<file path="src/hw/rtl/assert_macros.svh">
// ----------------------------------------------------------------------------
// Assertion macros
// Shared concurrent assertion forms for the strip classifier RTL.
// ----------------------------------------------------------------------------
`ifndef ASSERT_MACROS_SVH
`define ASSERT_MACROS_SVH

// Same-cycle implication, disabled in reset.
`define ASSERT_IMPLIES(label, clk, rst_n, ante, cons, msg) \
    label: assert property (@(posedge clk) disable iff (!rst_n) (ante) |-> (cons)) \
        else $error(msg);

// Next-cycle implication, disabled in reset.
`define ASSERT_NEXT(label, clk, rst_n, ante, cons, msg) \
    label: assert property (@(posedge clk) disable iff (!rst_n) (ante) |=> (cons)) \
        else $error(msg);

`endif

</file>
<file path="src/hw/rtl/psc_pkg.sv">
// ----------------------------------------------------------------------------
// psc_pkg
// Types and fixed constants of the polar strip classifier.
// ----------------------------------------------------------------------------
package psc_pkg;

    // Register map of the configuration port
    typedef enum logic [1:0] {
        REG_CENTER_X     = 2'd0,
        REG_CENTER_Z     = 2'd1,
        REG_FIRST_RADIUS = 2'd2,
        REG_BAND_WIDTH   = 2'd3
    } psc_reg_t;

    localparam int BW_W        = 16;   // band width register
    localparam int NUM_EDGES   = 17;   // strip edges 0..16
    localparam int EDGE_IDX_W  = 5;    // index over the edges
    localparam int KBW_W       = BW_W + EDGE_IDX_W;
    localparam int FULL_BANDS  = 13;   // bands under the widest angle limit
    localparam int STRIP_W     = 4;
    localparam int NUM_LIMITS  = 4;
    localparam int TAN_W       = 16;   // Q0.16

    // tan of 20, 17.555, 14.03 and 9.14 degrees, Q0.16 rounded
    localparam logic [TAN_W-1:0] TAN_Q16 [NUM_LIMITS] = '{
        16'd23853, 16'd20733, 16'd16376, 16'd10544
    };

    typedef struct packed {
        logic                  in_range;
        logic [NUM_LIMITS-1:0] ang_ok;
    } psc_flags_t;

endpackage

</file>
<file path="src/hw/rtl/psc_edge_table.sv">
// ----------------------------------------------------------------------------
// psc_edge_table
// Rebuilds the squared strip edges after reset or a radius/width write.
// ----------------------------------------------------------------------------
`include "assert_macros.svh"

module psc_edge_table #(
    parameter int COORD_BITS = 20,
    localparam int EW = ((COORD_BITS - 1 > psc_pkg::KBW_W) ? COORD_BITS - 1
                                                            : psc_pkg::KBW_W) + 1
) (
    input  logic                                       clk,
    input  logic                                       rst_n,
    input  logic                                       start,
    input  logic [COORD_BITS-2:0]                      first_radius,
    input  logic [psc_pkg::BW_W-1:0]                   band_width,
    output logic [psc_pkg::NUM_EDGES-1:0][2*EW-1:0]    edge_sq,
    output logic [EW-1:0]                              outer,
    output logic                                       busy
);
    import psc_pkg::*;

    localparam logic [EDGE_IDX_W-1:0] LAST_EDGE = EDGE_IDX_W'(NUM_EDGES - 1);

    logic                  active_reg;
    logic [EDGE_IDX_W-1:0] k_reg;
    logic                  e_vld_reg;
    logic [EDGE_IDX_W-1:0] e_idx_reg;
    logic [EW-1:0]         e_reg;
    logic [EW-1:0]         e_next;
    logic [KBW_W-1:0]      kbw;
    logic [NUM_EDGES-1:0][2*EW-1:0] sq_reg;
    logic [EW-1:0]         outer_reg;

    assign kbw    = KBW_W'(k_reg) * KBW_W'(band_width);
    assign e_next = EW'(first_radius) + EW'(kbw);

    always_ff @(posedge clk or negedge rst_n)
    begin
        if (!rst_n)
        begin
            active_reg <= 1'b1;
            k_reg      <= '0;
            e_vld_reg  <= 1'b0;
        end
        else if (start)
        begin
            active_reg <= 1'b1;
            k_reg      <= '0;
            e_vld_reg  <= 1'b0;
        end
        else if (active_reg)
        begin
            e_vld_reg <= 1'b1;
            if (k_reg == LAST_EDGE)
            begin
                active_reg <= 1'b0;
            end
            else
            begin
                k_reg <= k_reg + 1'b1;
            end
        end
        else
        begin
            e_vld_reg <= 1'b0;
        end
    end

    // edge value and its square, one stage apart
    always_ff @(posedge clk)
    begin
        if (active_reg)
        begin
            e_reg     <= e_next;
            e_idx_reg <= k_reg;
        end
        if (e_vld_reg)
        begin
            sq_reg[e_idx_reg] <= (2*EW)'(e_reg * e_reg);
            if (e_idx_reg == LAST_EDGE)
            begin
                outer_reg <= e_reg;
            end
        end
    end

    assign edge_sq = sq_reg;
    assign outer   = outer_reg;
    assign busy    = active_reg || e_vld_reg;

    `ASSERT_NEXT(a_sweep_end, clk, rst_n,
        active_reg && !start && k_reg == LAST_EDGE,
        !active_reg && e_vld_reg && e_idx_reg == LAST_EDGE,
        "edge sweep did not close on the last edge")

endmodule

</file>
<file path="config.mk">
export PLATFORM = sky130hd
export DESIGN_NAME = psc_edge_table
export DESIGN_NICKNAME = d
export VERILOG_FILES = /design/src/hw/rtl/psc_pkg.sv /design/src/hw/rtl/psc_edge_table.sv
export VERILOG_INCLUDE_DIRS = /design/src /design/src/hw/rtl
export SDC_FILE = /design/constraint.sdc
export NUM_CORES = 2
export LEC_CHECK = 0
export BUFFER_PORTS_ARGS = -buffer_cell sky130_fd_sc_hd__buf_2
export CORE_ASPECT_RATIO = 1.2
export CORE_MARGIN = 3
export CORE_UTILIZATION = 40
export DETAILED_ROUTE_END_ITERATION = 10
export SETUP_SLACK_MARGIN = 0.3
export SLEW_MARGIN = 25
export SYNTH_ARGS = -nofsm -noshare
export SYNTH_HDL_FRONTEND = slang
export SYNTH_SLANG_ARGS = --single-unit
</file>
<file path="constraint.sdc">
create_clock -name clk -period 7.5 [get_ports clk]
set_input_delay 1.125 -clock clk [delete_from_list [all_inputs] [get_ports clk]]
set_output_delay 1.125 -clock clk [all_outputs]
set_load 0.1 [all_outputs]
</file>
After elaboration in Yosys (flattened, before gate mapping) --
Index checks and enable logic that the tools add are counted.
Operators by class: add/subtract/negate cells 2, $mul 2, order comparisons 2, equal/unequal tests 3, muxes and demuxes 11, reductions and logical operators 5
Operators with widths (count):
- $bwmux W748 | 1
- $demux W44 S5 | 1
- $mul A22 B22 Y44 | 1
- $mux W44 | 1
- $add A19 B21 Y22 | 1
- $mul A5 B16 Y21 | 1
- $mux W5 | 3
- $eq A5 B5 Y1 const B | 2
- $lt A5 B6 Y1 const B | 1
- $add A5 B1 Y5 const B | 1
- $ge A5 B1 Y1 const B | 1
- $mux W1 | 5
- $reduce_and A2 Y1 | 2
- $ne A2 B2 Y1 const B | 1
- $reduce_bool A2 Y1 | 1
- $logic_and A1 B1 Y1 | 1
- $logic_or A1 B1 Y1 | 1
Storage, ports and cells: register bits 804, input port bits 38, output and inout port bits 771, logic and storage cells 48

Longest topological paths before layout --
depth in word-level cells 5, mapped depth 27, gate-level depth less buffers 26

Worst setup path after synthesis --
OpenSTA, ideal clock, no wires.
kind reg2reg, start point register e_reg[6], end point register sq_reg, in the netlist edge_sq[131], data pin, setup time 334 ps, arrival 7172 ps, required time 7166 ps, slack -6 ps, cell stages (with the launch flop) 24, path buffers 2, clock period less this slack 7506 ps, cells stage by stage edfxtp_1 > clkbuf_1 > clkbuf_1 > nand2_1 > fa_1 > inv_1 > fa_1 > inv_1 > fa_1 > inv_1 > fa_1 > fa_1 > fa_1 > fa_1 > ha_1 > a21o_1 > a21o_1 > a221o_1 > a21oi_2 > a31oi_4 > a21oi_2 > o211ai_1 > and4_1 > nor3_1
On the way: word-level cells in the longest chain between the ends 2
RTL lines:
- start, declared | line psc_edge_table.sv:29 | logic [EW-1:0] e_reg;
- start signal, assigned | line psc_edge_table.sv:75 | e_reg <= e_next;
- $mul A22 B22 Y44 | line psc_edge_table.sv:80 | sq_reg[e_idx_reg] <= (2*EW)'(e_reg * e_reg);
- $bwmux W748 | line psc_edge_table.sv:80
- end signal, assigned by index | line psc_edge_table.sv:80
- end, declared | line psc_edge_table.sv:32 | logic [NUM_EDGES-1:0][2*EW-1:0] sq_reg;
No other way between the ends. A chain may end at the register's enable or synchronous reset.

Final worst setup path --
start point register e_reg[13], end point register sq_reg, in the netlist edge_sq[697], data pin
Same word-level chain as after synthesis.

==> impl_metrics.yaml <==
yosys:
  syn_area_mm2: 0.04033
  ys_ff_latch: 787
  synth_area_leaders: "edfxtp_1, fa_1, ha_1"
  yosysTopAreaCellShare_pct: 58.08
  synthCells: 2672
  synth_edf_count: 780
  yosysSeqAreaShare_pct: 58.52
  synth_cell_type_count: 58
  avgSynthCellArea_um2: 15.09
  synth-main-ff-cell: "edfxtp_1"
  yosys.area.top_type: "edfxtp_1"
  yosysWarningCount: 0
  synth-async-reset-ratio_pct: 0.8895
cells_and_area:
  finish.utilization_pct: 51.00
  drive_gt1_share_pct: 32.01
  largest_reg_flops: 731
  area_delta_synth_final_pct: 25.40
  num_antenna_cells: 0
  final_common_cell: "buf_2"
  nNetsFinal: 4312
  layout_common_cells: "buf_2, edfxtp_1, inv_1"
grt:
  grt_start_max_net_pins: 44
  grt_antenna_before_repair: 9
  grt_usage_pct: 22.55
  grt_pass1_wl_mm: 172.4
  grt_remaining_overflow: 0
  grt_pass1_vias: 25494
worst_setup_path:
  critPathKind: "reg -> reg"
  crit_top_cell: "fa_1"
  crit_family: "adder cells"
  crit_buf_inv: 5
  cp_slowest_cell: "fa_1"
  arrival_ns: 7.52
  path_cells: "and2_4 > fa_1 > inv_1 > fa_1 > inv_1 > fa_1 > fa_1 > inv_1 > fa_1 > inv_1 > fa_1 > fa_1 > ha_4 > a21o_1 > a31o_1 > a221o_1 > a21oi_2 > a31oi_4 > a211oi_4 > o21ai_4 > a311oi_4 > xnor2_4 > buf_12"
  end_kind: "flip-flop"
  worstPathMaxFanout: 17
  worstPathRequired_ns: 7.88
  cp-start-kind: "flip-flop"
  cpPeakStageDelay_ns: 0.55
detailed_routing:
  drt_iter0_markers: 1600
  drc: 0
  vias: 24509
  wl_per_cell_um: 23.90
  routed_wl_mm: 120.0
  postRouteAntennaNets: 0
  routed_via_density: 4.883
  first_pass_iters: 5
sta:
  setup_ws_ns: 0.3540
  min_period_ns: 7.146
  min_period_over_period_pct: 95.28
  clock.fmax_ghz: 0.1399
  rsz0062_at_grt: "yes"
  final-hold-violation-count: 0
  max_slew.worst_pin.slew_ns: 0.9444
  finClkSkew_ns: 0.04051
  finalSetupViolCount: 0
  tns_ns: 0
  slew_violations: 0
  max_slew_margin_pct: 36.89
clock_network:
  clkSinkCount: 787
  clkTransAtPathRegs_ns: 0.06
  hold_buffers: 0
  cts-root-buf: "clkbuf_16"
  htree_levels: 3
  clk_path_buf_depth: 3
  cts_tree: "built"
  numCtsBuffers: 79
  clock_latency_ns: 0.66
floorplanning:
  start_util_pct: 40.67
  rows: 126
  die_h_um: 353.8
  dieArea_mm2: 0.1047
  core_area_mm2: 0.09916
  pin_count: 809
  die_w_um: 295.9
flow_run:
  cap_violations: 0
place:
  gp_congestion: 0.8539
  place_ws_ns: -0.1817
  hpwl_mm: 90.75
  port_buffers: 791
outcome:
  status: "finished clean"
hold_path:
  min_path_type: "in -> async"
-- layer usage --
metal	track usage, %	routed length (µm)	vias to the layer above
li1	-	-	10793
met1	28.05	46360	12556
met2	38.66	59620	964
met3	4.310	8833	194
met4	9.100	5132	2
met5	0	13	-
-- logic make-up (layout without fill, tap and decap cells) --
| logic type | count (synthesis) | count (layout) | synth area share, % |
|---|---|---|---|
| buf+inv | 584 | 1633 | 5.594 |
| compound gates | 156 | 156 | 2.603 |
| mux | 3 | 3 | 0.07757 |
| fa+ha+maj | 596 | 596 | 25.99 |
| other cells | 1 | 19 | 0.009299 |
| simple gates | 471 | 471 | 5.603 |
| xor+xnor | 74 | 74 | 1.607 |
| flops | 787 | 787 | 58.52 |
-- synth_stat cells (14+ instances only) --
cell type and number:
a21o_1 27, nor2_1 64, nand2_1 211, a21oi_1 46, ha_1 192, fa_1 403
clkbuf_1 50, and2_1 126, inv_1 514, buf_4 17, edfxtp_1 780, o21ai_1 14
xnor2_1 44, xor2_1 30
-- through the flow --
step	hold slack [ns]	area [µm²]	cells
6_report	0.3278	50570	5019
5_1_grt	0.3014	50570	5019
3_3_place_gp	0.6215	47150	4839
2_1_floorplan	0.4231	40420	2690
3_5_place_dp	0.6194	47240	4842
4_1_cts	0.2855	50000	4991
-- area by class of cell --
| type | count | area [µm²] |
|---|---|---|
| Tap cell | 1280 | 1602 |
| Clock buffer | 94 | 2033 |
| Fill cell | 8432 | 48590 |
| Multi-Input combinational cell | 1319 | 15240 |
| Timing Repair Buffer | 978 | 5632 |
| Clock inverter | 47 | 540.5 |
| Sequential cell | 787 | 23600 |
| Inverter | 514 | 1929 |
-- worst paths after layout --
| check | cells past startpoint | slack (ns) | to | from |
|---|---|---|---|---|
| worst min-delay path | 1 | 0.33 | k_reg[4] | rst_n |
| worst min register to register | 1 | 0.62 | outer[9] | e_reg[9] |
| worst max-delay path | 23 | 0.35 | edge_sq[697] | e_reg[13] |
| min in group clk | 1 | 0.62 | outer[9] | e_reg[9] |
| worst max register to register | 23 | 0.35 | edge_sq[697] | e_reg[13] |
| max in group asynchronous | 1 | 6.94 | active_reg | rst_n |
-- what timing repair did --
action,CTS,global route
setup endpoints to repair,123,257
cloned,0,3
hold endpoints to repair,0,0
buffers inserted,8,25
gates resized for setup,8,61
pin swaps,2,18
Power is left out: the tool's default activity adds up to more than one toggle a clock period on the data nets, which glitch-free logic cannot reach.
