<file path="src/hw/rtl/assert_macros.svh">
// ----------------------------------------------------------------------------
// Assertion macros
// Shared concurrent assertion forms for the strip classifier RTL.
// ----------------------------------------------------------------------------
`ifndef ASSERT_MACROS_SVH
`define ASSERT_MACROS_SVH

// Same-cycle implication, disabled in reset.
`define ASSERT_IMPLIES(label, clk, rst_n, ante, cons, msg) \
    label: assert property (@(posedge clk) disable iff (!rst_n) (ante) |-> (cons)) \
        else $error(msg);

// Next-cycle implication, disabled in reset.
`define ASSERT_NEXT(label, clk, rst_n, ante, cons, msg) \
    label: assert property (@(posedge clk) disable iff (!rst_n) (ante) |=> (cons)) \
        else $error(msg);

`endif

</file>
<file path="src/hw/rtl/psc_pkg.sv">
// ----------------------------------------------------------------------------
// psc_pkg
// Types and fixed constants of the polar strip classifier.
// ----------------------------------------------------------------------------
package psc_pkg;

    // Register map of the configuration port
    typedef enum logic [1:0] {
        REG_CENTER_X     = 2'd0,
        REG_CENTER_Z     = 2'd1,
        REG_FIRST_RADIUS = 2'd2,
        REG_BAND_WIDTH   = 2'd3
    } psc_reg_t;

    localparam int BW_W        = 16;   // band width register
    localparam int NUM_EDGES   = 17;   // strip edges 0..16
    localparam int EDGE_IDX_W  = 5;    // index over the edges
    localparam int KBW_W       = BW_W + EDGE_IDX_W;
    localparam int FULL_BANDS  = 13;   // bands under the widest angle limit
    localparam int STRIP_W     = 4;
    localparam int NUM_LIMITS  = 4;
    localparam int TAN_W       = 16;   // Q0.16

    // tan of 20, 17.555, 14.03 and 9.14 degrees, Q0.16 rounded
    localparam logic [TAN_W-1:0] TAN_Q16 [NUM_LIMITS] = '{
        16'd23853, 16'd20733, 16'd16376, 16'd10544
    };

    typedef struct packed {
        logic                  in_range;
        logic [NUM_LIMITS-1:0] ang_ok;
    } psc_flags_t;

endpackage

</file>
<file path="src/hw/rtl/psc_geom.sv">
// ----------------------------------------------------------------------------
// psc_geom
// Offset, magnitude, squares, sum, range and angle tests: four pipeline stages.
// ----------------------------------------------------------------------------
`include "assert_macros.svh"

module psc_geom #(
    parameter int COORD_BITS = 20,
    localparam int EW = ((COORD_BITS - 1 > psc_pkg::KBW_W) ? COORD_BITS - 1
                                                            : psc_pkg::KBW_W) + 1,
    localparam int AW = COORD_BITS + 1,
    localparam int SW = 2 * AW + 1
) (
    input  logic                          clk,
    input  logic                          rst_n,
    input  logic                          in_valid,
    output logic                          in_ready,
    input  logic signed [COORD_BITS-1:0]  pos_x,
    input  logic signed [COORD_BITS-1:0]  pos_z,
    input  logic signed [COORD_BITS-1:0]  center_x,
    input  logic signed [COORD_BITS-1:0]  center_z,
    input  logic [EW-1:0]                 outer,
    output logic                          out_valid,
    input  logic                          out_ready,
    output logic [SW-1:0]                 r2,
    output psc_pkg::psc_flags_t           flags
);
    import psc_pkg::*;

    localparam int MW = (AW > EW) ? AW : EW;
    localparam int PW = AW + TAN_W;

    logic v1_reg, v2_reg, v3_reg, v4_reg;
    logic rdy1, rdy2, rdy3, rdy4;

    // stage 1
    logic signed [COORD_BITS:0] dx_next, dz_next, dx1_reg, dz1_reg;
    // stage 2
    logic [AW-1:0] adx_next, udz_next, adx2_reg, udz2_reg;
    logic          rng_next, rng2_reg;
    // stage 3
    logic [2*AW-1:0] ax2_reg, az2_reg;
    logic [PW-1:0]   prod_reg [NUM_LIMITS];
    logic [AW-1:0]   adx3_reg;
    logic            rng3_reg;
    // stage 4
    logic [SW-1:0]   r2_reg;
    psc_flags_t      flags_reg;
    logic [NUM_LIMITS-1:0] ang_next;

    assign rdy4     = !v4_reg || out_ready;
    assign rdy3     = !v3_reg || rdy4;
    assign rdy2     = !v2_reg || rdy3;
    assign rdy1     = !v1_reg || rdy2;
    assign in_ready = rdy1;

    always_ff @(posedge clk or negedge rst_n)
    begin
        if (!rst_n)
        begin
            v1_reg <= 1'b0;
            v2_reg <= 1'b0;
            v3_reg <= 1'b0;
            v4_reg <= 1'b0;
        end
        else
        begin
            if (rdy1) v1_reg <= in_valid;
            if (rdy2) v2_reg <= v1_reg;
            if (rdy3) v3_reg <= v2_reg;
            if (rdy4) v4_reg <= v3_reg;
        end
    end

    assign dx_next = $signed({pos_x[COORD_BITS-1], pos_x})
                   - $signed({center_x[COORD_BITS-1], center_x});
    assign dz_next = $signed({pos_z[COORD_BITS-1], pos_z})
                   - $signed({center_z[COORD_BITS-1], center_z});

    // a negated minimum wraps to 2^COORD_BITS, which is its magnitude
    assign adx_next = dx1_reg[COORD_BITS] ? AW'(-dx1_reg) : AW'(dx1_reg);
    assign udz_next = AW'(dz1_reg);
    assign rng_next = !dz1_reg[COORD_BITS] && (dz1_reg != '0)
                   && (MW'(adx_next) < MW'(outer))
                   && (MW'(udz_next) < MW'(outer));

    always_comb
    begin
        for (int j = 0; j < NUM_LIMITS; j++)
        begin
            ang_next[j] = {adx3_reg, {TAN_W{1'b0}}} < prod_reg[j];
        end
    end

    always_ff @(posedge clk)
    begin
        if (rdy1)
        begin
            dx1_reg <= dx_next;
            dz1_reg <= dz_next;
        end
        if (rdy2)
        begin
            adx2_reg <= adx_next;
            udz2_reg <= udz_next;
            rng2_reg <= rng_next;
        end
        if (rdy3)
        begin
            ax2_reg  <= (2*AW)'(adx2_reg) * (2*AW)'(adx2_reg);
            az2_reg  <= (2*AW)'(udz2_reg) * (2*AW)'(udz2_reg);
            for (int j = 0; j < NUM_LIMITS; j++)
            begin
                prod_reg[j] <= PW'(udz2_reg) * PW'(TAN_Q16[j]);
            end
            adx3_reg <= adx2_reg;
            rng3_reg <= rng2_reg;
        end
        if (rdy4)
        begin
            r2_reg             <= SW'(ax2_reg) + SW'(az2_reg);
            flags_reg.in_range <= rng3_reg;
            flags_reg.ang_ok   <= ang_next;
        end
    end

    assign out_valid = v4_reg;
    assign r2        = r2_reg;
    assign flags     = flags_reg;

    `ASSERT_NEXT(a_beat_advance, clk, rst_n, v1_reg && rdy2, v2_reg,
        "beat lost between first and second stage")

endmodule

</file>
<file path="config.mk">
export PLATFORM = sky130hd
export DESIGN_NAME = psc_geom
export DESIGN_NICKNAME = d
export VERILOG_FILES = /design/src/hw/rtl/psc_pkg.sv /design/src/hw/rtl/psc_geom.sv
export VERILOG_INCLUDE_DIRS = /design/src /design/src/hw/rtl
export SDC_FILE = /design/constraint.sdc
export NUM_CORES = 2
export LEC_CHECK = 0
export BUFFER_PORTS_ARGS = -buffer_cell sky130_fd_sc_hd__buf_2
export CAP_MARGIN = 20
export CORE_MARGIN = 3
export CORE_UTILIZATION = 30
export CTS_CLUSTER_SIZE = 8
export DETAILED_ROUTE_END_ITERATION = 8
export PLACE_DENSITY = 0.55
export SKIP_CTS_REPAIR_TIMING = 1
export SLEW_MARGIN = 30
export SYNTH_ARGS = -nofsm -noshare
export SYNTH_HDL_FRONTEND = slang
export SYNTH_SLANG_ARGS = --single-unit
</file>
<file path="constraint.sdc">
create_clock -name clk -period 24 [get_ports clk]
set_input_delay 1.2 -clock clk [delete_from_list [all_inputs] [get_ports clk]]
set_output_delay 1.2 -clock clk [all_outputs]
set_load 0.05 [all_outputs]
</file>
## Word-level counts from Yosys, hierarchy flattened

Memory sizes are Yosys's and may differ from the RTL's.
Index checks and enable logic that the tools add are counted.

- Reduce and logical (&&, ||, !) cells: 13
- Multipliers: 6
- Multiplexer cells: 3
- Magnitude comparators: 6
- Add/subtract/negate cells: 4

Operators with widths:

| operator | count |
|---|---|
| $lt A37 B37 Y1 | 4 |
| $mul A21 B21 Y42 | 2 |
| $mul A21 B15 Y36 const B | 2 |
| $lt A21 B22 Y1 | 2 |
| $add A42 B42 Y43 | 1 |
| $sub A20 B20 Y21 | 2 |
| $mul A21 B11 Y32 const B | 1 |
| $mul A21 B10 Y31 const B | 1 |
| $mux W21 | 1 |
| $neg A21 Y21 | 1 |
| $reduce_bool A21 Y1 | 1 |
| $logic_not A1 Y1 | 5 |
| $logic_or A1 B1 Y1 | 4 |
| $logic_and A1 B1 Y1 | 3 |
| $mux W1 | 2 |

- Input bits: 106
- Logic and storage cells: 49
- Memories kept: 1
- Output and inout bits: 50
- Bits in writable memories: 144
- Bits in registers: 243

Memories:

| memory | depth | width | rd ports | clocked after Yosys merged registers in | wr ports | RTL line | RTL |
|---|---|---|---|---|---|---|---|
| prod_reg | 4 | 36 | 4 | 0 | 4 | psc_geom.sv:43 | `logic [PW-1:0] prod_reg [NUM_LIMITS];` |

## Longest topological paths before layout

- Word-level depth: 5
- Mapped depth: 30
- Mapped depth without buffers: 28

## Worst setup path after synthesis

OpenSTA, ideal clock, no wires.

- Path kind: reg-to-reg
- From: register udz2_reg[20]
- To: register az2_reg[39], data pin
- Data arrival time: 7.600 ns
- Period minus slack after synthesis: 7.859 ns
- Cell stages (with the launch flop): 26
- Data required time: 23.741 ns
- Path slack: 16.141 ns
- Library setup time: 0.259 ns
- Buffers on the path: 2
- Cell sequence: edfxtp_1 > inv_1 > clkbuf_1 > nor2_1 > fa_1 > inv_1 > fa_1 > inv_1 > fa_1 > fa_1 > fa_1 > fa_1 > inv_1 > fa_1 > inv_1 > ha_1 > clkbuf_1 > nand4_1 > or2_2 > o311ai_1 > a31oi_1 > o31ai_1 > nand4_1 > a21oi_1 > nor2b_1 > xnor2_1

- Cells in the longest elaborated chain, start to end: 1

RTL lines:

| item | RTL line | RTL |
|---|---|---|
| start: declaration | psc_geom.sv:39 | `logic [AW-1:0] adx_next, udz_next, adx2_reg, udz2_reg;` |
| start signal: assignment | psc_geom.sv:105 | `udz2_reg <= udz_next;` |
| $mul A21 B21 Y42 | psc_geom.sv:111 | `az2_reg <= (2*AW)'(udz2_reg) * (2*AW)'(udz2_reg);` |
| end signal: assignment | psc_geom.sv:111 |  |
| end: declaration | psc_geom.sv:42 | `logic [2*AW-1:0] ax2_reg, az2_reg;` |

Every way passes these cells.
A chain may end at the register's enable or synchronous reset.

## Worst setup path after layout

- From: register udz2_reg[14]
- To: register az2_reg[39], data pin

The elaborated chain is that of the path after synthesis.

==> results.cfg <==
[cts]
cts_buffer_depth = 3
numCtsBuffers = 58
cts-htree-levels = 2
clock-sinks = 367
cts_tree = done
clk_latency_ns = 0.74
cts_root_buffer = clkbuf_16
clkTransAtPathRegs_ns = 0.06

[finish]
syn_to_final_growth_pct = 9.78
nets = 8302
drive_gt1_share_pct = 5.20
largest_reg_flops = 127
register_area_sq_um = 11000
multi_input_area_sq_um = 44500
post-route-util_pct = 33.1
final_cell_mix = 1585 x inv_1, 1026 x fa_1, 903 x ha_1, 363 x edfxtp_1, 334 x nand2_1
nFillCells = 21000
final_common_cell = inv_1

[setup_path]
required_ns = 24.43
cp.arrival_ns = 9.22
worstSetupEndpointType = flop
path_class = reg -> reg
r2r_end = az2_reg[39]
worstPathMaxFanout = 18
crit_start = udz2_reg[14]
worstReg2RegStart = udz2_reg[14]
r2r_cells = 26
crit_path_start_kind = flop
reg2reg_slack_ns = 15.21

[hold_path]
hold_class = in -> async

[global_routing]
grt.total_usage_pct = 17.1
grt_pass1_vias = 45300
gr-total-overflow = 0
grt_max_degree = 58
grt_antenna_before_repair = 1
grt_pass1_wl_um = 276000

[logic_synthesis]
syn_nets = 8125
ys.flop_type = edfxtp_1
syn_inst = 6090
synth-seq-cells = 367
synth_area_sq_um = 61800
ys_async_sr_fraction_pct = 1.09
synthDistinctLibCells = 80
synth_edf_count = 363
synth_area_per_cell_sq_um = 10.2
synth-warning-count = 0
ys_seq_area_share_pct = 17.8

[sta]
grt_setup_unrepaired = no
slew_violations = 0
clock_skew_ns = 0.110
fmax_mhz = 114
finalSetupTns_ns = 0
setup_viol = 0
tightest_slew_ns = 0.916
slew_headroom_pct = 38.1
period_needed_ns = 8.79
timing.final.crit_share_pct = 36.6
hold_viol = 0

[floorplanning]
fp-row-count = 166
die_h_um = 460
initial_utilization_pct = 30.2
core_area_sq_um = 205000
die_width_um = 460
dieArea_sq_um = 212000
ioPinCount = 156

[routing]
dr.pass1.iters = 6
wl_um = 177000
drt_iter0_markers = 2674
via_per_inst = 4.71
vias = 42400
drc = 0
wl_per_cell_um = 19.7
ant_nets = 0

[placed_design]
dpl.hpwl_um = 150000
portBuffers = 155
gp_congestion = 0.934

[flow_run]
cap_violations = 0

[status]
status = finished, final reports clean
[worst max path at each step]
stage	endpoint	slack, ns
after CTS	az2_reg[39]	15.27
after global routing	az2_reg[39]	14.82
after global placement	az2_reg[39]	15.42
after detailed placement	az2_reg[39]	15.35
after floorplan	az2_reg[39]	16.14
final	az2_reg[39]	15.21
[kinds of logic after synthesis]
kind of cell	Yosys count	synth area share [%]
fa+ha+maj	1929	51.5
buf+inv	1691	10.3
simple gates	1002	7.78
compound gates	807	8.49
flops	367	17.8
xor+xnor	292	4.14
mux	2	0.0364
[per-stage QoR]
step / std cells / cell area (sq um) / hold slack [ns] / setup slack (ns)
final: 8993 / 67900 / 0.270 / 15.21
after global routing: 8992 / 67900 / 0.224 / 14.82
after CTS: 8991 / 67900 / 0.211 / 15.27
after detailed placement: 8895 / 66100 / 0.406 / 15.35
after global placement: 8894 / 66000 / 0.409 / 15.42
after floorplan: 6090 / 61800 / 0.400 / 16.14
[routing by layer]
layer / share of wire, % / up-vias / global-route usage (%)
met2: 44 / 1164 / 26.6
met5: 0 / - / 0
met4: 2.6 / 0 / 4.33
met1: 47 / 21300 / 24.7
met3: 6.1 / 197 / 2.59
li1: - / 19700 / -
[cell type report]
cell class | count | share of cell area (%)
flip-flops and latches | 367 | 16.2
inverters | 1594 | 8.82
multi-input cells | 4032 | 65.6
clock buffers | 80 | 2.27
repair buffers | 214 | 1.81
clock inverters | 16 | 0.380
diodes | 2 | 0.00737
well taps | 2688 | 4.96
[worst max-delay path, cell delays in order, from the launching register on]
cell and delay, ns:
edfxtp_1 0.32, buf_4 0.34, inv_1 0.48, nor2_1 0.32, inv_1 0.10, fa_1 0.54
inv_1 0.05, fa_1 0.50, inv_1 0.05, fa_1 0.48, inv_1 0.06, fa_1 0.51
fa_1 0.52, fa_1 0.54, inv_1 0.05, fa_1 0.52, inv_1 0.04, ha_1 0.44
nand4_1 0.19, or2_2 0.34, o311ai_1 0.55, a31oi_1 0.46, o31ai_1 0.57, nand4_1 0.15
a21oi_1 0.15, nor2b_1 0.07, xnor2_1 0.12
[synthesized netlist by cell type (12+ instances only)]
cell type  instances  area share (%)
or3_1             12            0.12
a21o_1           150             1.8
fa_1            1026              33
nor2_1           238             1.4
o211ai_1          13            0.16
nand2_1          335             2.0
a211oi_1          26            0.32
o21ai_1           15            0.12
xnor2_1          200             2.8
inv_1           1586             9.6
a31oi_1           21            0.21
o31ai_1           20            0.24
and3_1            26            0.26
nor3_1            29            0.23
nand4_1           41            0.41
o21a_1            38            0.46
or2_2             18            0.18
xor2_1            92             1.3
edfxtp_1         363              18
nor2b_1           54            0.55
o21bai_1          28            0.34
nand2b_1          46            0.47
o21ai_0          126             1.0
clkbuf_1          94            0.57
ha_1             903              18
nor4_1            15            0.15
nand3_1           48            0.39
a21oi_1          251             2.0
and2_1           107             1.1
Power is not shown: default switching activity piles up to over one toggle a cycle in this logic, so the estimate is an artifact.
