===== config.mk =====
export PLATFORM = sky130hd
export DESIGN_NAME = psc_band
export DESIGN_NICKNAME = d
export VERILOG_FILES = /design/src/hw/rtl/psc_pkg.sv /design/src/hw/rtl/psc_band.sv
export VERILOG_INCLUDE_DIRS = /design/src /design/src/hw/rtl
export SDC_FILE = /design/constraint.sdc
export NUM_CORES = 1
export LEC_CHECK = 0
export ABC_CLOCK_PERIOD_IN_PS = 2050
export BUFFER_PORTS_ARGS = -buffer_cell sky130_fd_sc_hd__buf_2
export CAP_MARGIN = 20
export CORE_AREA = 2 2 313 315
export DETAILED_ROUTE_END_ITERATION = 10
export DIE_AREA = 0 0 315 317
export PLACE_DENSITY = 0.5
export SLEW_MARGIN = 20
export SYNTH_ARGS = -nofsm -noshare
export SYNTH_HDL_FRONTEND = slang
export SYNTH_SLANG_ARGS = --single-unit

===== constraint.sdc =====
create_clock -name clk -period 2.05 [get_ports clk]
set_clock_uncertainty 0.2 [all_clocks]
set_input_delay 0.41 -clock clk [delete_from_list [all_inputs] [get_ports clk]]
set_output_delay 0.41 -clock clk [all_outputs]
set_load 0.01 [all_outputs]

===== src/hw/rtl/assert_macros.svh =====
// ----------------------------------------------------------------------------
// Assertion macros
// Shared concurrent assertion forms for the strip classifier RTL.
// ----------------------------------------------------------------------------
`ifndef ASSERT_MACROS_SVH
`define ASSERT_MACROS_SVH

// Same-cycle implication, disabled in reset.
`define ASSERT_IMPLIES(label, clk, rst_n, ante, cons, msg) \
    label: assert property (@(posedge clk) disable iff (!rst_n) (ante) |-> (cons)) \
        else $error(msg);

// Next-cycle implication, disabled in reset.
`define ASSERT_NEXT(label, clk, rst_n, ante, cons, msg) \
    label: assert property (@(posedge clk) disable iff (!rst_n) (ante) |=> (cons)) \
        else $error(msg);

`endif


===== src/hw/rtl/psc_pkg.sv =====
// ----------------------------------------------------------------------------
// psc_pkg
// Types and fixed constants of the polar strip classifier.
// ----------------------------------------------------------------------------
package psc_pkg;

    // Register map of the configuration port
    typedef enum logic [1:0] {
        REG_CENTER_X     = 2'd0,
        REG_CENTER_Z     = 2'd1,
        REG_FIRST_RADIUS = 2'd2,
        REG_BAND_WIDTH   = 2'd3
    } psc_reg_t;

    localparam int BW_W        = 16;   // band width register
    localparam int NUM_EDGES   = 17;   // strip edges 0..16
    localparam int EDGE_IDX_W  = 5;    // index over the edges
    localparam int KBW_W       = BW_W + EDGE_IDX_W;
    localparam int FULL_BANDS  = 13;   // bands under the widest angle limit
    localparam int STRIP_W     = 4;
    localparam int NUM_LIMITS  = 4;
    localparam int TAN_W       = 16;   // Q0.16

    // tan of 20, 17.555, 14.03 and 9.14 degrees, Q0.16 rounded
    localparam logic [TAN_W-1:0] TAN_Q16 [NUM_LIMITS] = '{
        16'd23853, 16'd20733, 16'd16376, 16'd10544
    };

    typedef struct packed {
        logic                  in_range;
        logic [NUM_LIMITS-1:0] ang_ok;
    } psc_flags_t;

endpackage


===== src/hw/rtl/psc_band.sv =====
// ----------------------------------------------------------------------------
// psc_band
// Compares the squared radius with the edge table and picks the strip.
// ----------------------------------------------------------------------------
`include "assert_macros.svh"

module psc_band #(
    parameter int COORD_BITS = 20,
    localparam int EW = ((COORD_BITS - 1 > psc_pkg::KBW_W) ? COORD_BITS - 1
                                                            : psc_pkg::KBW_W) + 1,
    localparam int AW = COORD_BITS + 1,
    localparam int SW = 2 * AW + 1
) (
    input  logic                                    clk,
    input  logic                                    rst_n,
    input  logic                                    in_valid,
    output logic                                    in_ready,
    input  logic [SW-1:0]                           r2,
    input  psc_pkg::psc_flags_t                     flags,
    input  logic [psc_pkg::NUM_EDGES-1:0][2*EW-1:0] edge_sq,
    output logic                                    out_valid,
    input  logic                                    out_ready,
    output logic                                    is_hit,
    output logic [psc_pkg::STRIP_W-1:0]             strip_index
);
    import psc_pkg::*;

    localparam int CW = (SW > 2 * EW) ? SW : 2 * EW;

    logic v5_reg, v6_reg;
    logic rdy5, rdy6;

    logic [NUM_EDGES-1:1] lt_next, lt5_reg;
    logic                 gt0_next, gt05_reg;
    psc_flags_t           flags5_reg;

    logic                 hit_next, hit_reg;
    logic [STRIP_W-1:0]   strip_next, strip_enc, strip_reg;

    assign rdy6     = !v6_reg || out_ready;
    assign rdy5     = !v5_reg || rdy6;
    assign in_ready = rdy5;

    always_ff @(posedge clk or negedge rst_n)
    begin
        if (!rst_n)
        begin
            v5_reg <= 1'b0;
            v6_reg <= 1'b0;
        end
        else
        begin
            if (rdy5) v5_reg <= in_valid;
            if (rdy6) v6_reg <= v5_reg;
        end
    end

    always_comb
    begin
        gt0_next = CW'(r2) > CW'(edge_sq[0]);
        for (int k = 1; k < NUM_EDGES; k++)
        begin
            lt_next[k] = CW'(r2) < CW'(edge_sq[k]);
        end
    end

    // lowest full band whose outer edge lies beyond the radius
    always_comb
    begin
        strip_enc = STRIP_W'(FULL_BANDS - 1);
        for (int k = FULL_BANDS - 2; k >= 0; k--)
        begin
            if (lt5_reg[k + 1])
            begin
                strip_enc = STRIP_W'(k);
            end
        end
    end

    always_comb
    begin
        hit_next   = 1'b0;
        strip_next = '0;
        if (flags5_reg.in_range && gt05_reg)
        begin
            if (lt5_reg[FULL_BANDS] && flags5_reg.ang_ok[0])
            begin
                hit_next   = 1'b1;
                strip_next = strip_enc;
            end
            else if (lt5_reg[FULL_BANDS + 1] && flags5_reg.ang_ok[1])
            begin
                hit_next   = 1'b1;
                strip_next = STRIP_W'(FULL_BANDS);
            end
            else if (lt5_reg[FULL_BANDS + 2] && flags5_reg.ang_ok[2])
            begin
                hit_next   = 1'b1;
                strip_next = STRIP_W'(FULL_BANDS + 1);
            end
            else if (lt5_reg[FULL_BANDS + 3] && flags5_reg.ang_ok[3])
            begin
                hit_next   = 1'b1;
                strip_next = STRIP_W'(FULL_BANDS + 2);
            end
        end
    end

    always_ff @(posedge clk)
    begin
        if (rdy5)
        begin
            lt5_reg    <= lt_next;
            gt05_reg   <= gt0_next;
            flags5_reg <= flags;
        end
        if (rdy6)
        begin
            hit_reg   <= hit_next;
            strip_reg <= strip_next;
        end
    end

    assign out_valid   = v6_reg;
    assign is_hit      = hit_reg;
    assign strip_index = strip_reg;

    `ASSERT_IMPLIES(a_miss_zero, clk, rst_n, v6_reg && !hit_reg, strip_reg == '0,
        "miss reported with a nonzero strip")

endmodule

# Yosys cells after proc, flatten, opt, wreduce, memory -nomap -nowiden

Cells that the tools add are included.

Magnitude comparators: 17
Mux-type cells: 20
Reductions and logical operators: 9

Operators by type and width:

| kind                                            | count |
|---|---|
| 43-bit by 44-bit < comparator with 1-bit output | 16 |
| 4-bit 2-to-1 mux                                | 15 |
| 43-bit by 44-bit > comparator with 1-bit output | 1 |
| 1-bit logical AND                               | 5 |
| 1-bit 2-to-1 mux                                | 4 |
| 3-bit 2-to-1 mux                                | 1 |
| 1-bit logical NOT                               | 2 |
| 1-bit logical OR                                | 2 |

Register bits after elaboration: 29
Input port bits: 800
Output and inout bits: 7
Word-level logic and storage cells: 54

# Logic depth before layout (Yosys ltp)

Depth in word-level cells: 13
Depth in mapped cells: 10
Gate-level depth less buffers: 9

# Worst setup path after synthesis

OpenSTA, ideal clock, no wires.

Path kind: input to register
From: in edge_sq[42] in the netlist's numbering
To: reg gt05_reg, data pin
Library setup time: 0.268 ns
Data arrival time: 1.848 ns
Required time: 1.582 ns
Slack: -0.266 ns
Cell stages on the path: 7
Path through: inv_1 -> ha_1 -> nand4_1 -> or4b_1 -> nor4_1 -> nor2b_1 -> o22ai_1

Longest elaborated chain between the ends: 1

Ends and longest elaborated chain:

| element                                         | RTL line        | source |
|---|---|---|
| start: declaration                              | psc_band.sv:20  | `input logic [psc_pkg::NUM_EDGES-1:0][2*EW-1:0] edge_sq,` |
| 43-bit by 44-bit > comparator with 1-bit output | psc_band.sv:60  | `gt0_next = CW'(r2) > CW'(edge_sq[0]);` |
| net gt0_next                                    | psc_band.sv:34  | `logic gt0_next, gt05_reg;` |
| end signal: assignment                          | psc_band.sv:114 | `gt05_reg <= gt0_next;` |
| end: declaration                                | psc_band.sv:34  |  |

The timed path passes the listed nets, and every way through them passes these cells.
A chain may end at the register's enable or synchronous reset.

# Final worst setup path

From: in r2[7]
To: reg lt5_reg[15] in the netlist's numbering, data pin

Longest elaborated chain between the ends: 1

Ends and longest elaborated chain:

| element                                         | RTL line        | source |
|---|---|---|
| start: declaration                              | psc_band.sv:18  | `input logic [SW-1:0] r2,` |
| 43-bit by 44-bit < comparator with 1-bit output | psc_band.sv:63  | `lt_next[k] = CW'(r2) < CW'(edge_sq[k]);` |
| net lt_next, one bit                            | psc_band.sv:33  | `logic [NUM_EDGES-1:1] lt_next, lt5_reg;` |
| end signal: assignment                          | psc_band.sv:113 | `lt5_reg <= lt_next;` |
| end: declaration                                | psc_band.sv:33  |  |

The timed path passes the listed nets, and every way through them passes these cells.

==> run metrics <==
final worst path period share=1.270; peak fanout along the critical path=5; post-route standard cell area excluding fillers=32220 µm²; clock-pin slew on the worst setup and hold paths=0.06 ns; Max Freq=0.3842 GHz; data arrival time of the critical path=2.45 ns; post-detail-place hpwl=between 90000 and 100000 µm; number of nets with antenna violations after detailed routing=0; Pleak=0.01796 µW; utilization after layout=0.3347; worst-case headroom to the max-slew limit=0.4508; Synth Register Bits=29; source of the worst register-to-register timing path=lt5_reg[11]; class of the worst hold path=input pin to flip-flop; vias post-DR=between 20000 and 25000; clock sinks=29; RSZ-0062 raised after global routing=true; source-to-sink clock delay at the later pin of the worst-skew pair=0.30 ns; Setup crit start=r2[7]; critical path class=input pin to flip-flop; ratio of total power to cell area=252.4 nW/µm²; critical path startpoint category=input pin; height of the die=317 µm; Final Hold Violating Endpoints=0; antenna violations before repair=39; Syn Std Cell Area=18910 µm²; largest net degree at the start of global routing=24; final layout net count=around 5400; buffer depth of the longest clock path=2; share of post-route cells with drive strength above 1=0.4224; number of instances in the synthesized netlist=2598; cell area after placement=27980 µm²; Worst Tran Pin Value=0.8239 ns; Critical Path RT=1.89 ns; area share of the largest cell type after synthesis=0.4732; setup slack after placement=-1.737 ns; Mean Syn Cell Area=7.277 µm²; detailed-route vias per instance=around 4.5; top cells by area in the synthesized netlist=sky130_fd_sc_hd__ha_1, sky130_fd_sc_hd__inv_1, sky130_fd_sc_hd__a21oi_1, sky130_fd_sc_hd__edfxtp_1, sky130_fd_sc_hd__a21o_1; max-cap violation count=0; GR Util All Layers=0.2164; die boundary width=between 300 and 400 µm; run status=finished, violations left; length of the first detailed-routing pass in iterations=5; final critical path time including I/O delays and setup=2.603 ns; max FFs per register=16; count of pins on the block boundary=807; critical path endpoint category=flip-flop; Max IR drop VDD=roughly 0.27 mV; CTS root buffer=sky130_fd_sc_hd__clkbuf_16; slack of the worst reg-to-reg path=about 0.31 ns; sum of overflow across all layers after global routing=0; Die ar.=around 100000 µm²; number of synthesized flops with an enable pin=27; Starting Density=0.1964; most frequent cells after synthesis=sky130_fd_sc_hd__inv_1, sky130_fd_sc_hd__ha_1, sky130_fd_sc_hd__a21oi_1, sky130_fd_sc_hd__nor2_1, sky130_fd_sc_hd__o21ai_0; global-route wire length before repair=around 160000 µm; Port Buf Inserts=~800; CTS tree=done; asr flop ratio synth=0.06897; cell taking the most area after synthesis=sky130_fd_sc_hd__ha_1; crit path setup slack, layout=-0.5529 ns; violated checks=setup timing; capture point of the worst path=lt5_reg[15]; layout-stage area growth over the synthesis result=70.44%; detailed router's first-iteration violation count=967; vias in the first global route=roughly 24000; reg2reg path depth=7; final wirelength=approximately 110000 µm; max-slew violation count=0; Rows=114; maximum level of the CTS H-tree=2; wire length per cell after detailed routing=22.04 µm; register area share after synthesis=0.04553; drt drc=0; destination of the worst register-to-register timing path=strip_index[0]; dominant cell by count in the synthesized netlist=sky130_fd_sc_hd__inv_1; CTS Buf Count=5; core outline area=approximately 96000 µm²; top flip-flop cell by instance count after synthesis=sky130_fd_sc_hd__edfxtp_1; Cell variety after synth=56; final weighted congestion in routability-driven placement=between 0.9 and 1; Mapped Nets=4113; warnings from Yosys=0; final number of setup-violating endpoints=17
## how the worst min path moves through the flow
stage / start / end / slack [ns] / cells past startpoint
after CTS: flags[2] / flags5_reg[2] / 0.08 / 1
after detailed placement: rst_n / v5_reg / -0.002 / 1
after global routing: flags[0] / flags5_reg[0] / 0.07 / 1
after global placement: rst_n / out_valid / -0.004 / 1
after floorplan: rst_n / out_valid / -0.09 / 0
final: flags[0] / flags5_reg[0] / 0.09 / 1
## through the flow
step | total power, µW | hold slack [ns] | std cells | setup TNS (ns)
after floorplan | 3304 | -0.08559 | 2598 | -0.6535
after global placement | 6346 | -0.003911 | 4998 | -19.64
after detailed placement | 6385 | -0.001529 | 4998 | -19.23
after CTS | 7913 | 0.07869 | 5068 | -7.469
after global routing | 8954 | 0.07409 | 5124 | -8.431
final | 8133 | 0.08875 | 5127 | -6.873
## cell type report
cell class / count / area (µm²)
flip-flops and latches: 29 / 860.8
clock inverters: 2 / 10.01
clock buffers: 6 / 128.9
diodes: 13 / 32.53
inverters: 733 / 2864
well taps: 1276 / 1597
multi-input cells: 1835 / 18200
repair buffers: 1233 / 8532
fillers: 10305 / 64060
## critical path, stage by stage
cell and delay, ns:
sky130_fd_sc_hd__buf_12 0.12, sky130_fd_sc_hd__buf_12 0.12, sky130_fd_sc_hd__ha_4 0.25, sky130_fd_sc_hd__and4_4 0.21, sky130_fd_sc_hd__o211ai_1 0.08, sky130_fd_sc_hd__o211ai_1 0.40, sky130_fd_sc_hd__buf_4 0.22, sky130_fd_sc_hd__a221oi_4 0.11
sky130_fd_sc_hd__o31a_1 0.33, sky130_fd_sc_hd__o32a_1 0.18
## layout by cell type (no fill, tap or decap), types with 8 or more instances in the layout
cell / Yosys / routed
sky130_fd_sc_hd__a21oi_2: 1 / 29
sky130_fd_sc_hd__nor2_1: 130 / 116
sky130_fd_sc_hd__nand2b_1: 10 / 10
sky130_fd_sc_hd__nor2_2: 0 / 12
sky130_fd_sc_hd__inv_1: 732 / 682
sky130_fd_sc_hd__nand3_1: 78 / 70
sky130_fd_sc_hd__a221oi_2: 0 / 9
sky130_fd_sc_hd__inv_4: 0 / 12
sky130_fd_sc_hd__ha_1: 715 / 572
sky130_fd_sc_hd__diode_2: 0 / 13
sky130_fd_sc_hd__a2111oi_2: 4 / 10
sky130_fd_sc_hd__and4_1: 10 / 8
sky130_fd_sc_hd__ha_4: 0 / 141
sky130_fd_sc_hd__a211oi_2: 0 / 20
sky130_fd_sc_hd__a21oi_1: 205 / 174
sky130_fd_sc_hd__edfxtp_1: 27 / 27
sky130_fd_sc_hd__o21ai_1: 0 / 28
sky130_fd_sc_hd__nand2_1: 114 / 107
sky130_fd_sc_hd__o21ai_0: 121 / 78
sky130_fd_sc_hd__buf_2: 0 / 765
sky130_fd_sc_hd__nor3_1: 34 / 19
sky130_fd_sc_hd__o211ai_1: 18 / 18
sky130_fd_sc_hd__nand4_1: 87 / 87
sky130_fd_sc_hd__buf_6: 0 / 63
sky130_fd_sc_hd__buf_8: 0 / 24
sky130_fd_sc_hd__o21ai_2: 0 / 13
sky130_fd_sc_hd__a211oi_1: 51 / 29
sky130_fd_sc_hd__inv_2: 1 / 30
sky130_fd_sc_hd__buf_12: 0 / 49
sky130_fd_sc_hd__a31oi_1: 19 / 15
sky130_fd_sc_hd__buf_4: 1 / 323
sky130_fd_sc_hd__o31ai_1: 20 / 10
sky130_fd_sc_hd__a21o_1: 82 / 82
sky130_fd_sc_hd__nor3_2: 0 / 12
sky130_fd_sc_hd__nor2b_1: 24 / 23
## where the power goes
part / internal (µW) / total, µW / switching [µW]
clock: 447 / 779 / 332
sequential: 712 / 751 / 39.3
combinational: 3210 / 6600 / 3390
total: 4370 / 8130 / 3760
## what timing repair did
| action | in CTS | in global routing |
|---|---|---|
| buffers inserted | 58 | 51 |
| gates cloned | 4 | 0 |
| hold endpoints to repair | 2 | 0 |
| pin swaps | 147 | 138 |
| hold buffers | 1 | 0 |
| gates resized for setup | 416 | 171 |
| setup endpoints to repair | 17 | 17 |
## layer usage
layer	track usage	vias to the layer above	routed length, µm
met5	0	-	127
met4	0.06190	20	3985
met3	0.02426	159	5566
met2	0.3897	759	54600
met1	0.2701	10701	48700
li1	-	11562	-
## cells by family (layout without fill, tap and decap cells)
logic type,count (synthesis),in the layout,share of synthesized area
compound gates,594,594,0.1976
fa+ha+maj,715,715,0.4732
buf+inv,734,1974,0.1459
flops,29,29,0.04553
other cells,0,13,0
simple gates,526,526,0.1378
No activity file was read; power rests on OpenSTA's default activity.
